File: src/swr_pkg.sv
// Shared types, codes and the backoff wait table for the stop-and-wait receiver.
// No dependencies.
package swr_pkg;

	localparam logic [9:0] MAX_PACKET_BYTES = 10'd548;
	localparam logic [9:0] HEADER_BYTES     = 10'd12;
	localparam logic [5:0] LAST_LEVEL       = 6'd39;
	localparam logic [5:0] TOP_LEVEL        = 6'd63;

	typedef enum logic [1:0] {
		PH_IDLE = 2'd0,
		PH_RECV = 2'd1,
		PH_STOP = 2'd2
	} phase_t;

	typedef enum logic [1:0] {
		CFG_START_LEVEL = 2'd0,
		CFG_RECV_GIVE_UP = 2'd1,
		CFG_STOP_GIVE_UP = 2'd2
	} cfg_reg_t;

	localparam logic [7:0] PKT_SEND        = 8'd0;
	localparam logic [7:0] PKT_INIT        = 8'd2;
	localparam logic [7:0] PKT_STOP        = 8'd4;
	localparam logic [7:0] PKT_STOP_REALLY = 8'd6;

	localparam logic [7:0] RPL_NONE     = 8'd0;
	localparam logic [7:0] RPL_ACK      = 8'd1;
	localparam logic [7:0] RPL_INIT_ACK = 8'd3;
	localparam logic [7:0] RPL_STOP_ACK = 8'd5;

	localparam logic [2:0] ST_IGNORED   = 3'd0;
	localparam logic [2:0] ST_OPENED    = 3'd1;
	localparam logic [2:0] ST_DATA      = 3'd2;
	localparam logic [2:0] ST_STOP_SEEN = 3'd3;
	localparam logic [2:0] ST_COMPLETE  = 3'd4;
	localparam logic [2:0] ST_TIMEOUT   = 3'd5;
	localparam logic [2:0] ST_ABANDONED = 3'd6;

	function automatic logic [18:0] level_wait(input logic [5:0] lvl);
		logic [5:0]  idx;
		logic [18:0] us;
		idx = (lvl > LAST_LEVEL) ? LAST_LEVEL : lvl;
		case (idx[5:2])
			4'd0: us = 19'd1000;
			4'd1: us = 19'd2000;
			4'd2: us = 19'd4000;
			4'd3: us = 19'd8000;
			4'd4: us = 19'd16000;
			4'd5: us = 19'd31000;
			4'd6: us = 19'd63000;
			4'd7: us = 19'd125000;
			4'd8: us = 19'd250000;
			default: us = 19'd500000;
		endcase
		return us;
	endfunction

endpackage

File: src/stop_and_wait_receiver.sv
// Stop-and-wait receiver: session phase, expected sequence and backoff level.
// Depends on swr_pkg.
//
//  channel  handshake            payload
//  in       in_valid / in_stall  command, pkt_type, pkt_seq, pkt_length
//  out      out_valid / out_stall send_reply, reply_type, reply_seq,
//                                payload_bytes, status, phase_now, wait_us
//  cfg      cfg_valid / cfg_ready cfg_index, cfg_data
//
// One item per cycle sustained while the output is not stalled; each item passes
// through the input register, then the result register, which drives the outputs.
// Reset returns the phase to idle, clears sequence and level, loads register defaults.
// A stall on the output while the result register is full holds both registers
// and raises in_stall once the input register is full. cfg_ready is always high.
module stop_and_wait_receiver
	import swr_pkg::*;
(
	input  logic        clk,
	input  logic        arst_n,
	input  logic        in_valid,
	output logic        in_stall,
	input  logic        command,
	input  logic [7:0]  pkt_type,
	input  logic [31:0] pkt_seq,
	input  logic [9:0]  pkt_length,
	output logic        out_valid,
	input  logic        out_stall,
	output logic        send_reply,
	output logic [7:0]  reply_type,
	output logic [31:0] reply_seq,
	output logic [9:0]  payload_bytes,
	output logic [2:0]  status,
	output logic [1:0]  phase_now,
	output logic [18:0] wait_us,
	input  logic        cfg_valid,
	output logic        cfg_ready,
	input  logic [1:0]  cfg_index,
	input  logic [5:0]  cfg_data
);

	logic        valid_s1;
	logic        command_s1;
	logic [7:0]  type_s1;
	logic [31:0] seq_s1;
	logic [9:0]  len_s1;

	logic        valid_s2;
	logic        send_s2;
	logic [7:0]  rtype_s2;
	logic [31:0] rseq_s2;
	logic [9:0]  payload_s2;
	logic [2:0]  status_s2;
	logic [1:0]  phase_s2;
	logic [18:0] wait_s2;

	phase_t      phase_q, phase_n;
	logic [31:0] exp_seq_q, exp_seq_n;
	logic [5:0]  level_q, level_n;
	logic [5:0]  start_level_q, recv_give_up_q, stop_give_up_q;

	logic        advance, load_s1, step;
	logic [9:0]  len_c, body_c;
	logic        pkt_ok, seq_match;
	logic [31:0] seq_sum;
	logic [5:0]  level_inc;

	logic        send_c;
	logic [7:0]  rtype_c;
	logic [31:0] rseq_c;
	logic [9:0]  payload_c;
	logic [2:0]  status_c;

	assign advance  = !valid_s2 || !out_stall;
	assign load_s1  = !valid_s1 || advance;
	assign step     = valid_s1 && advance;
	assign in_stall = !load_s1;
	assign cfg_ready = 1'b1;

	always_ff @(posedge clk or negedge arst_n) begin
		if (!arst_n) begin
			start_level_q  <= 6'd10;
			recv_give_up_q <= 6'd40;
			stop_give_up_q <= 6'd32;
		end else if (cfg_valid && cfg_ready) begin
			case (cfg_index)
				CFG_START_LEVEL:  start_level_q  <= cfg_data;
				CFG_RECV_GIVE_UP: recv_give_up_q <= cfg_data;
				CFG_STOP_GIVE_UP: stop_give_up_q <= cfg_data;
				default: ;
			endcase
		end
	end

	always_ff @(posedge clk or negedge arst_n) begin
		if (!arst_n) begin
			valid_s1 <= 1'b0;
		end else if (load_s1) begin
			valid_s1 <= in_valid;
		end
	end

	always_ff @(posedge clk) begin
		if (load_s1 && in_valid) begin
			command_s1 <= command;
			type_s1    <= pkt_type;
			seq_s1     <= pkt_seq;
			len_s1     <= pkt_length;
		end
	end

	always_comb begin
		len_c     = (len_s1 > MAX_PACKET_BYTES) ? MAX_PACKET_BYTES : len_s1;
		pkt_ok    = !command_s1 && (len_c >= HEADER_BYTES);
		body_c    = len_c - HEADER_BYTES;
		seq_match = (seq_s1 == exp_seq_q);
		seq_sum   = exp_seq_q + {22'd0, body_c};
		level_inc = (level_q < TOP_LEVEL) ? level_q + 6'd1 : level_q;
	end

	always_comb begin
		phase_n   = phase_q;
		exp_seq_n = exp_seq_q;
		level_n   = level_q;
		case (phase_q)
			PH_RECV: begin
				if (command_s1) begin
					level_n = level_inc;
					if (level_inc >= recv_give_up_q) phase_n = PH_IDLE;
				end else if (pkt_ok && (type_s1 == PKT_SEND || type_s1 == PKT_STOP)
						&& seq_match) begin
					exp_seq_n = seq_sum;
					level_n   = start_level_q;
					if (type_s1 == PKT_STOP) phase_n = PH_STOP;
				end
			end
			PH_STOP: begin
				if (command_s1) begin
					level_n = level_inc;
					if (level_inc >= stop_give_up_q) phase_n = PH_IDLE;
				end else if (pkt_ok && type_s1 == PKT_STOP_REALLY && seq_match) begin
					phase_n = PH_IDLE;
				end
			end
			default: begin
				phase_n = PH_IDLE;
				if (pkt_ok && type_s1 == PKT_INIT) begin
					exp_seq_n = seq_s1;
					level_n   = start_level_q;
					phase_n   = PH_RECV;
				end
			end
		endcase
	end

	always_comb begin
		send_c    = 1'b0;
		rtype_c   = RPL_NONE;
		rseq_c    = 32'd0;
		payload_c = 10'd0;
		status_c  = ST_IGNORED;
		case (phase_q)
			PH_RECV: begin
				if (command_s1) begin
					send_c  = 1'b1;
					rtype_c = RPL_ACK;
					rseq_c  = exp_seq_q;
					if (level_inc >= recv_give_up_q) status_c = ST_TIMEOUT;
				end else if (pkt_ok && (type_s1 == PKT_SEND || type_s1 == PKT_STOP)
						&& seq_match) begin
					send_c = 1'b1;
					rseq_c = seq_sum;
					if (type_s1 == PKT_STOP) begin
						rtype_c  = RPL_STOP_ACK;
						status_c = ST_STOP_SEEN;
					end else begin
						rtype_c   = RPL_ACK;
						payload_c = body_c;
						status_c  = ST_DATA;
					end
				end
			end
			PH_STOP: begin
				if (command_s1) begin
					if (level_inc >= stop_give_up_q) begin
						status_c = ST_ABANDONED;
					end else begin
						send_c  = 1'b1;
						rtype_c = RPL_STOP_ACK;
						rseq_c  = exp_seq_q;
					end
				end else if (pkt_ok && type_s1 == PKT_STOP_REALLY && seq_match) begin
					status_c = ST_COMPLETE;
				end
			end
			default: begin
				if (pkt_ok && type_s1 == PKT_INIT) begin
					send_c   = 1'b1;
					rtype_c  = RPL_INIT_ACK;
					rseq_c   = seq_s1;
					status_c = ST_OPENED;
				end
			end
		endcase
	end

	always_ff @(posedge clk or negedge arst_n) begin
		if (!arst_n) begin
			phase_q   <= PH_IDLE;
			exp_seq_q <= 32'd0;
			level_q   <= 6'd0;
			valid_s2  <= 1'b0;
		end else begin
			if (advance) valid_s2 <= valid_s1;
			if (step) begin
				phase_q   <= phase_n;
				exp_seq_q <= exp_seq_n;
				level_q   <= level_n;
			end
		end
	end

	always_ff @(posedge clk) begin
		if (step) begin
			send_s2    <= send_c;
			rtype_s2   <= rtype_c;
			rseq_s2    <= rseq_c;
			payload_s2 <= payload_c;
			status_s2  <= status_c;
			phase_s2   <= phase_n;
			wait_s2    <= (phase_n == PH_IDLE) ? 19'd0 : level_wait(level_n);
		end
	end

	assign out_valid     = valid_s2;
	assign send_reply    = send_s2;
	assign reply_type    = rtype_s2;
	assign reply_seq     = rseq_s2;
	assign payload_bytes = payload_s2;
	assign status        = status_s2;
	assign phase_now     = phase_s2;
	assign wait_us       = wait_s2;

endmodule

File: config.mk
export PLATFORM = sky130hd
export DESIGN_NAME = stop_and_wait_receiver
export DESIGN_NICKNAME = d
export VERILOG_FILES = /design/src/swr_pkg.sv /design/src/stop_and_wait_receiver.sv
export SDC_FILE = /design/constraint.sdc
export NUM_CORES = 1
export LEC_CHECK = 0
export CAP_MARGIN = 20
export CORE_AREA = 4 4 174 176
export CTS_BUF_LIST = sky130_fd_sc_hd__clkbuf_4
export CTS_CLUSTER_DIAMETER = 80
export DETAILED_ROUTE_END_ITERATION = 16
export DIE_AREA = 0 0 178 180
export DONT_BUFFER_PORTS = 1
export PLACE_DENSITY = 0.54
export SLEW_MARGIN = 20
export SYNTH_ARGS = -nofsm -noshare
export SYNTH_HDL_FRONTEND = slang
export SYNTH_SLANG_ARGS = --single-unit
File: constraint.sdc
create_clock -name clk -period 5.5 [get_ports clk]
set_clock_uncertainty 0.1 [all_clocks]
set_input_delay 0 -clock clk [delete_from_list [all_inputs] [get_ports clk]]
set_output_delay 0 -clock clk [all_outputs]
set_load 0.02 [all_outputs]
==> metrics.md, run 1 <==
| Metric | Value |
|---|---|
| Run status | complete, no violations |
| Final setup viols | 0 |
| Wire per inst | just under 20 µm |
| Hold path startpoint | in_valid |
| Vias per inst | ~5.4 |
| Power share of the combinational group | around 14% |
| Final Non-Filler Cells | between 1000 and 1500 |
| RSZ-0062 raised after global routing | false |
| Clock transition at path regs | 0.17 ns |
| Ports | between 100 and 150 |
| Peak supply drop | roughly 120 µV |
| Die ar. | 32040 µm² |
| Multi-input gate area | between 4000 and 5000 µm² |
| Seq/Total Area, Yosys | between 50% and 60% |
| Final Hold Viols | 0 |
| Core ar. | about 29000 µm² |
| Root buffer cell | clkbuf_4 |
| Most instantiated cells after synthesis | 117 x edfxtp_1, 108 x nand2_1, 58 x a21oi_1 |
| Post-synthesis compound-gate area fraction | between 10% and 20% |
| Pin count of the biggest net entering global routing | 76 |
| Vias | between 7000 and 8000 |
| Worst r2r src | len_s1[7]$_DFFE_PP_ |
| CTS buffer count | 17 |
| Global route overflow | 0 |
| # rows | 62 |
| Ys async rst share | 33.90% |
| Period utilization | between 80% and 90% |
| Slew Limit Fails | 0 |
| Synthesis Warnings | 0 |
| Static leakage | about 4.4 nW |
| Xor and xnor area share after synthesis | about 3.9% |
| Fillcell total | around 2700 |
| Crit Path Max Fanout | 24 |
| Die Width | approximately 180 µm |
| Layout net count | about 1100 |
| GPL Wtd Cong | about 0.84 |
| Sw Pwr | 0.8324 mW |
| Register Area | approximately 5000 µm² |
| Top post-synthesis cells by area | edfxtp_1 35%, dfrtp_1 14%, nand2_1 4.1% |
| Antenna-violating nets left | 0 |
| Post-Synth Simple-Gate Area | 15.18% |
| Drt pass-1 iters | 5 |
| Initial Utilization | between 30% and 40% |
| Fmax achieved | roughly 200 MHz |
| Synthesized flop and latch total | between 150 and 200 |
| Later-pin clock latency in the skew report | 0.57 ns |
| Sw frac | slightly below 30% |
| CP Capture Type | register |
| Mapped cell area | ~10000 µm² |
| Die Ht | ~180 µm |
| Clk buf depth | 2 |
| Layout cells sized above 1 | 11.11% |
| H-Tree Depth | 4 |
| Syn avg cell area | 10.62 µm² |
| Final wirelength | between 20000 and 30000 µm |
| Worst EP arrival | between 5 and 6 ns |
| Initial antenna violation count | 1 |
| Mapped Cells | 939 |
| Synth-to-Final Area Change | 18.62% |
| Setup TNS | 0 ns |
| Cell Pwr Density | between 200 and 250 nW/µm² |
| First-pass GRT wire length | about 44000 µm |
| Post-synth EDFFs | 117 |
| Total of max-cap violations | 0 |
| CTS tree | built |
| WS Path Type | register to register |
| Number of global-route vias before repair | approximately 7600 |
| Placed cell count | about 1300 |
| Reg2Reg Setup Slack | about 0.6 ns |
| Tightest Hold Check Type | input port to register |
| Top_reg_cell synth | edfxtp_1 |
| Combinational family with the most area after synthesis | compound AO/OA/AOI/OAI gates |
| Post-Synth Adder-Cell Area | 4.214% |
| Crit. Startpoint | len_s1[7]$_DFFE_PP_ |
| Area leader, netlist | edfxtp_1 |
| Mux contribution to synthesized area | just under 4% |
| Startpoint Class | register |
| Port bufs | 0 |
| Total chip power | ~2.9 mW |
| Share of the synthesized area in the top cell type | a little over a third |
| P_int | just over 2 mW |
| Post-CTS setup buffer count | 0 |
| GRT Total Usage | ~18% |
| TritonCTS Sinks | 177 |
| Worst Tran Pin Value | around 1.0 ns |
| Post-DP HPWL | between 15000 and 20000 µm |
| Netlist cell types | 86 |
| DR iter-0 viols | slightly below 600 |
| Period minus WS final | 4.911 ns |
| Normalized max-slew margin | between 30% and 40% |
| DRC violations left | 0 |
| Seq pwr share | 57.4% |
| Leading cell type by number of instances after synthesis | edfxtp_1 |
| Part of the power in the clock network | about 28% |
| Worst Path Required | around 5.7 ns |
layer usage:
metal,global-route usage [%],routed length (µm),up-vias,share of wire (%)
met3,4.013,1534,14,5.4
met1,24.39,12950,3804,46
met2,28.24,13480,222,48
met4,3.589,283,0,1.0
met5,0,0,-,0
li1,-,-,3697,-
final cells by class:
| class | instances | share of cell area (%) |
|---|---|---|
| tap | 384 | 4.060 |
| inverter | 32 | 1.015 |
| sequential | 177 | 42.43 |
| multi-input combinational | 674 | 38.25 |
| clock inverter | 13 | 1.343 |
| antenna | 1 | 0.02115 |
| clock buffer | 19 | 1.205 |
| timing repair buffer | 138 | 11.67 |
cells in the final DEF, fill, tap and decap left out, types with 5 or more instances in the layout:
| cell type | Yosys | layout |
|---|---|---|
| dlygate4sd3_1 | 0 | 122 |
| edfxtp_1 | 117 | 117 |
| nand2_1 | 108 | 108 |
| a21oi_1 | 58 | 58 |
| o21ai_0 | 56 | 56 |
| dfrtp_1 | 55 | 55 |
| nor2_1 | 49 | 49 |
| inv_1 | 32 | 31 |
| ha_1 | 32 | 31 |
| xor2_1 | 29 | 29 |
| nand3_1 | 24 | 24 |
| mux2_2 | 24 | 24 |
| o22ai_1 | 22 | 22 |
| clkbuf_4 | 0 | 19 |
| a2bb2oi_1 | 17 | 17 |
| xnor2_1 | 14 | 14 |
| nor3_1 | 14 | 14 |
| o311ai_0 | 14 | 14 |
| buf_4 | 10 | 14 |
| a22oi_1 | 13 | 13 |
| mux2i_1 | 12 | 12 |
| a31oi_1 | 11 | 11 |
| nand2b_1 | 11 | 11 |
| nand4_1 | 10 | 10 |
| nor2b_1 | 10 | 10 |
| conb_1 | 2 | 9 |
| and3_1 | 7 | 7 |
| nor4_1 | 7 | 7 |
| or3_1 | 7 | 7 |
| o31ai_1 | 7 | 7 |
| a21o_1 | 7 | 7 |
| or2_2 | 6 | 6 |
| and2_1 | 7 | 6 |
| o21a_1 | 6 | 6 |
| dfstp_2 | 5 | 5 |
path summary, 6_finish.rpt:
kind	depth (start not counted)	endpoint
setup / recovery	13	reply_seq[21]$_DFFE_PP_
hold / removal	2	type_s1[1]$_DFFE_PP_
setup reg to reg	13	reply_seq[21]$_DFFE_PP_
hold reg to reg	1	out_valid$_DFFE_PN0P_
max in group asynchronous	4	valid_s1$_DFFE_PN0N_
min in group asynchronous	3	stop_give_up_q[5]$_DFFE_PN1P_
flip-flops by register name, summed over array words and instances (netlist names):
register,flops
start_level_q,6
recv_give_up_q,6
wait_us,16
status,3
seq_s1,32
type_s1,8
command_s1,1
reply_seq,32
valid_s1,1
stop_give_up_q,6
phase_q,2
payload_bytes,10
phase_now,2
reply_type,3
exp_seq_q,32
len_s1,10
level_q,6
out_valid,1
metrics by stage:
stage,utilization (%),hold WS [ns],cell area [µm²],setup slack (ns)
2_1_floorplan,-,-0.3956,10000,1.067
3_3_place_gp,35.82,-0.3878,10250,0.8102
3_5_place_dp,35.82,-0.3874,10250,0.6234
4_1_cts,41.33,0.007866,11830,0.5830
5_1_grt,41.34,0.01988,11830,0.09383
6_report,41.34,0.04349,11830,0.5891
cells by family after synthesis:
kind of cell / after synthesis
mux: 36
fa+ha+maj: 33
buf+inv: 95
flops: 177
xor+xnor: 44
compound gates: 260
simple gates: 292
other cells: 2
timing repair:
item | CTS | global route
hold buffers | 124 | 0
hold endpoints to repair | 137 | 0
endpoints found under the setup margin | 0 | 0
gates resized for setup | 0 | 0
power groups by stage:
stage / clock, mW / sequential (mW) / combinational (mW)
floorplan: 0 / 1.65 / 0.264
global route: 0.898 / 1.67 / 0.470
detailed placement: 0 / 1.69 / 0.326
global placement: 0 / 1.69 / 0.321
finish: 0.812 / 1.66 / 0.419
CTS: 0.843 / 1.66 / 0.422
worst max-delay path: stages, from the launching register on:
cell,delay [ns]
edfxtp_1,0.44
or3_1,0.44
o21ai_1,0.20
nand2b_1,0.13
ha_1,0.24
or3_1,0.40
o311ai_0,0.32
o21ai_0,0.24
ha_1,0.42
nand3_1,0.09
nor3_1,0.23
o41a_1,0.85
nand2_1,0.21
o311ai_0,0.40
(Power assumes the default switching activity.)
==> inputs of run 2 (changes only) <==
--- a/config.mk
+++ b/config.mk
@@ -12,7 +12,7 @@
 export DETAILED_ROUTE_END_ITERATION = 16
 export DIE_AREA = 0 0 178 180
 export DONT_BUFFER_PORTS = 1
-export PLACE_DENSITY = 0.54
+export RECOVER_POWER = 50
 export SLEW_MARGIN = 20
 export SYNTH_ARGS = -nofsm -noshare
 export SYNTH_HDL_FRONTEND = slang
==> run 2 against run 1 <==
Effect of this change: the run now ends with capacitance limit, slew limit left; combinational power fell by 2%; clock-buffer cell count unchanged; hold slack gained 0.015 ns; final cell count is 0.14% lower; first-iteration DRC count up 3.4%; worst setup slack lost 0.022 ns; register-to-register slack lost 0.02 ns; global-route usage hardly changed; critical path type unchanged; largest cell class unchanged; largest power group unchanged; highest routed layer unchanged.
==> metrics.md, run 2 (synthesized netlist as in run 1, its figures left out) <==
| Metric | Value |
|---|---|
| Run status | finished with violations |
| Failing checks | capacitance limit, slew limit |
| DRC violations left | 0 |
| Core ar. | approximately 29000 µm² |
| Initial Utilization | about a third |
| Crit. Startpoint | len_s1[7]$_DFFE_PP_ |
| Initial antenna violation count | 1 |
| Final wirelength | between 20000 and 30000 µm |
| Die ar. | approximately 32000 µm² |
| Die Ht | about 180 µm |
| Period utilization | ~90% |
| Fillcell total | 2708 |
| Setup TNS | 0 ns |
| Layout cells sized above 1 | about a tenth |
| Root buffer cell | clkbuf_4 |
| Number of global-route vias before repair | around 7500 |
| Normalized max-slew margin | -137.3% |
| Hold slack | 0.05815 ns |
| GRT Total Usage | between 10% and 20% |
| H-Tree Depth | 4 |
| Wire per inst | 19.81 µm |
| CP Capture Type | register |
| Multi-input gate area | around 4500 µm² |
| Total chip power | between 2 and 3 mW |
| Vias | between 7000 and 8000 |
| # rows | 62 |
| Period minus WS final | around 5 ns |
| Tightest Hold Check Type | input port to register |
| Hold path startpoint | cfg_data[5] |
| Port bufs | 0 |
| Setup WS post-layout | around 0.57 ns |
| Fmax achieved | between 200 and 250 MHz |
| Seq pwr share | between 60% and 70% |
| Total of max-cap violations | 2 |
| Crit Path Max Fanout | 24 |
| CTS tree | built |
| Commonest non-fill, non-tap cell in the layout | dlygate4sd3_1 |
| Vias per inst | between 5 and 6 |
| Drt pass-1 iters | 5 |
| Final Hold Viols | 0 |
| Synth-to-Final Area Change | 17.53% |
| Power share of the combinational group | 14.7% |
| First-pass GRT wire length | roughly 44000 µm |
| Worst Path Required | 5.79 ns |
| WS Path Type | register to register |
| Later-pin clock latency in the skew report | 0.59 ns |
| Startpoint Class | register |
| Commonest cells after routing, fill and taps aside | 122 x dlygate4sd3_1, 117 x edfxtp_1, 108 x nand2_1 |
| Worst EP arrival | about 5.2 ns |
| Layout net count | approximately 1100 |
| Pin count of the biggest net entering global routing | just over 80 |
| Cell Pwr Density | roughly 240 nW/µm² |
| RSZ-0062 raised after global routing | false |
| Ports | approximately 140 |
| Clock transition at path regs | approximately 0.16 ns |
| DR iter-0 viols | ~610 |
| CTS buffer count | 17 |
| GPL Wtd Cong | around 0.87 |
| Post-DP HPWL | roughly 19000 µm |
| Peak supply drop | about 120 µV |
| P_int | ~1.9 mW |
| DP Worst Slack | 0.6043 ns |
| Worst r2r src | len_s1[7]$_DFFE_PP_ |
| Part of the power in the clock network | between 20% and 30% |
| Post-CTS setup buffer count | 0 |
| Register Area | between 5000 and 6000 µm² |
| Die Width | 178 µm |
| Final setup viols | 0 |
| Clk buf depth | 2 |
| Sw Pwr | between 0.8 and 0.9 mW |
| Worst Tran Pin Value | about 3.6 ns |
| Static leakage | approximately 4.4 nW |
| TritonCTS Sinks | 177 |
| Slew Limit Fails | about 100 |
| Antenna-violating nets left | 0 |
| Sw frac | 30.52% |
| Global route overflow | 0 |
-- run 2: power groups by stage --
stage / registers, mW / logic [mW] / clock network, mW
4_1_cts: 1.66 / 0.416 / 0.730
3_3_place_gp: 1.69 / 0.314 / 0
3_5_place_dp: 1.69 / 0.319 / 0
6_report: 1.66 / 0.409 / 0.700
2_1_floorplan: 1.65 / 0.264 / 0
5_1_grt: 1.68 / 0.455 / 0.778
-- run 2: worst max-delay path, stage by stage, from the launching register on --
cell,delay [ns]
edfxtp_1,0.45
or3_1,0.43
o21ai_1,0.15
buf_4,0.16
nand2b_1,0.10
ha_1,0.23
or3_1,0.39
o311ai_0,0.30
o21ai_0,0.22
ha_1,0.41
nand3_1,0.08
nor3_1,0.22
o41a_1,0.85
nand3_1,0.27
o311ai_0,0.37
-- run 2: area by class of cell --
cell class,count,area share [%]
flip-flops and latches,177,42.82
clock inverters,13,0.8964
inverters,32,1.024
diodes,1,0.02134
repair buffers,136,11.32
multi-input cells,674,38.60
clock buffers,19,1.217
well taps,384,4.098
-- run 2: layer usage --
| metal | wire length (µm) | track usage [%] |
|---|---|---|
| met1 | 12560 | 23.71 |
| met2 | 13650 | 28.45 |
| met3 | 1640 | 3.571 |
| met4 | 596 | 5.105 |
| met5 | 0 | 0 |
-- run 2: worst paths after layout --
kind	endpoint	slack, ns	cells past startpoint
max in group asynchronous	level_q[5]$_DFFE_PN0P_	1.07	4
hold reg to reg	out_valid$_DFFE_PN0P_	0.42	1
setup reg to reg	reply_seq[19]$_DFFE_PP_	0.57	14
hold / removal	start_level_q[5]$_DFFE_PN0P_	0.06	2
min in group asynchronous	stop_give_up_q[5]$_DFFE_PN1P_	0.77	3
setup / recovery	reply_seq[19]$_DFFE_PP_	0.57	14
-- run 2: through the flow --
stage	utilization [%]	std cells	instance area [µm²]
floorplan	-	946	10000
global placement	35.81	1279	10250
detailed placement	35.81	1279	10250
CTS	41.14	1435	11780
global route	40.96	1436	11730
finish	40.96	1436	11730
-- run 2: timing repair --
action,CTS,global route
hold buffers,124,0
endpoints found under the hold margin,141,0
gates resized for setup,0,0
==> inputs of run 3 (changes only) <==
--- a/config.mk
+++ b/config.mk
@@ -6,11 +6,11 @@
 export NUM_CORES = 1
 export LEC_CHECK = 0
 export CAP_MARGIN = 20
-export CORE_AREA = 4 4 174 176
+export CORE_AREA = 2 2 172 174
 export CTS_BUF_LIST = sky130_fd_sc_hd__clkbuf_4
 export CTS_CLUSTER_DIAMETER = 80
 export DETAILED_ROUTE_END_ITERATION = 16
-export DIE_AREA = 0 0 178 180
+export DIE_AREA = 0 0 174 176
 export DONT_BUFFER_PORTS = 1
 export RECOVER_POWER = 50
 export SLEW_MARGIN = 20
==> run 3 against run 2 <==
Effect of this change: the flow still finishes with violations (capacitance limit, slew limit); power up 2.0%; register-to-register slack better by 0.20 ns; hold slack worse by 0.011 ns; combinational power about the same; first-iteration DRC count unchanged; die area down 4.4%; global-route usage up 1.1 points; worst setup slack better by 0.20 ns; fmax up 4.2%; final cell count up 0.28%; critical path depth up 3; clock power up 7.6%; critical path type unchanged; largest cell class unchanged.
==> metrics.md, run 3 (synthesized netlist as in run 1, its figures left out) <==
| Metric | Value |
|---|---|
| # rows | 62 |
| Synth-to-Final Area Change | 17.80% |
| GPL Wtd Cong | between 0.8 and 0.9 |
| Initial antenna violation count | 1 |
| Cell Pwr Density | 240.6 nW/µm² |
| CP Capture Type | register |
| Clock transition at path regs | 0.17 ns |
| Startpoint Class | register |
| RSZ-0062 raised after global routing | false |
| Die Ht | 176 µm |
| Vias | 7750 |
| Global route overflow | 0 |
| Number of global-route vias before repair | approximately 7700 |
| CTS tree | built |
| DRC violations left | 0 |
| CTS buffer count | 17 |
| Die ar. | ~31000 µm² |
| Drt pass-1 iters | 7 |
| Fmax achieved | 211.2 MHz |
| Run status | finished with violations |
| Peak supply drop | roughly 120 µV |
| Total of max-cap violations | 2 |
| First-pass GRT wire length | 44420 µm |
| Commonest non-fill, non-tap cell in the layout | dlygate4sd3_1 |
| Crit Path Max Fanout | 8 |
| Post-DP HPWL | approximately 19000 µm |
| WS Path Type | register to register |
| Commonest cells after routing, fill and taps aside | 122 x dlygate4sd3_1, 117 x edfxtp_1, 108 x nand2_1 |
| Slew Limit Fails | between 100 and 150 |
| Final Hold Viols | 0 |
| Clk buf depth | 2 |
| Setup TNS | 0 ns |
| DP Worst Slack | just under 0.6 ns |
| Period utilization | a little under nine tenths |
| Pin count of the biggest net entering global routing | 80 |
| Final setup viols | 0 |
| Failing checks | capacitance limit, slew limit |
| Port bufs | 0 |
| Die Width | 174 µm |
| Initial Utilization | a little over a third |
| Tightest Hold Check Type | input port to register |
| Post-CTS setup buffer count | 0 |
| DR iter-0 viols | approximately 610 |
| Vias per inst | around 5.4 |
| Hold slack | between 0.04 and 0.05 ns |
| Final wirelength | about 28000 µm |
| TritonCTS Sinks | ~180 |
| Root buffer cell | clkbuf_4 |
| Normalized max-slew margin | -139.3% |
| Period minus WS final | 4.735 ns |
| H-Tree Depth | 4 |
| Later-pin clock latency in the skew report | around 0.61 ns |
| Layout net count | 1138 |
| Setup WS post-layout | roughly 0.76 ns |
| Worst Path Required | a little under 6 ns |
| Layout cells sized above 1 | between 10 and 15% |
| Core ar. | roughly 29000 µm² |
| Antenna-violating nets left | 0 |
| Wire per inst | slightly below 20 µm |
| GRT Total Usage | a little under a fifth |
| Worst EP arrival | 5.02 ns |
| Worst Tran Pin Value | between 3 and 4 ns |
| Ports | around 140 |
| Static leakage | approximately 4.4 nW |
run 3: cell count changes in the layout (fill, tap and decap cells not counted), moves of 2 or more:
cell      previous run  this run
clkinv_2             1         3
inv_6                4         6
buf_4               10        13
clkinv_4             4         1
run 3: stage by stage:
stage	utilization, %	std cells	cell area [µm²]	total power, mW
5_1_grt	41.16	1440	11750	2.956
3_3_place_gp	35.92	1281	10250	2.005
2_1_floorplan	-	946	10000	1.917
4_1_cts	41.31	1437	11790	2.851
6_report	41.16	1440	11750	2.827
3_5_place_dp	35.92	1281	10250	2.013
run 3: timing repair:
action                                  4_1_cts  5_1_grt
hold buffers                                124        0
endpoints found under the hold margin       144        0
resized for setup                             0        1
endpoints found under the setup margin        0        1
run 3: where the power goes:
part	switching [mW]	total, mW	internal, mW	leakage, nW
logic	0.218	0.409	0.191	2.32
clock network	0.517	0.753	0.236	0.140
registers	0.129	1.67	1.54	1.93
run 3: worst max-delay path: stages, from the launching register on:
cell      delay [ns]
edfxtp_1        0.44
or3_1           0.43
o21ai_1         0.20
nand2b_1        0.14
ha_1            0.25
or3_1           0.40
nor3_2          0.40
nor3_2          0.18
mux2i_1         0.28
mux2_2          0.21
a21boi_2        0.35
and2_4          0.24
o21ai_0         0.15
ha_1            0.30
mux2i_1         0.13
nor2_1          0.05
a31oi_1         0.16
a31oi_1         0.10
run 3: final timing paths:
| kind | start | endpoint | slack [ns] | cells past startpoint |
|---|---|---|---|---|
| min in group asynchronous | arst_n | start_level_q[1]$_DFFE_PN1P_ | 0.73 | 3 |
| hold reg to reg | valid_s1$_DFFE_PN0N_ | out_valid$_DFFE_PN0P_ | 0.42 | 1 |
| setup / recovery | len_s1[7]$_DFFE_PP_ | wait_us[4]$_SDFFCE_PP0P_ | 0.76 | 17 |
| setup reg to reg | len_s1[7]$_DFFE_PP_ | wait_us[4]$_SDFFCE_PP0P_ | 0.76 | 17 |
| max in group asynchronous | arst_n | recv_give_up_q[4]$_DFFE_PN0P_ | 1.13 | 4 |
| hold / removal | cfg_data[2] | recv_give_up_q[2]$_DFFE_PN0P_ | 0.05 | 2 |
run 3: cell type report:
type,count,area [µm²]
Sequential cell,177,5021
Inverter,32,120.1
Antenna cell,2,5.005
Fill cell,2840,16800
Multi-Input combinational cell,674,4527
Clock inverter,14,128.9
Timing Repair Buffer,139,1334
Tap cell,384,480.5
Clock buffer,18,135.1
run 3: layer usage:
layer  vias to the layer above  GRT usage, %  routed length [µm]
met1                      3766         24.43               12500
met3                        43         3.725                1569
li1                       3688             -                   -
met4                         0         6.057                 699
met2                       253         31.19               13670
met5                         -             0                   0
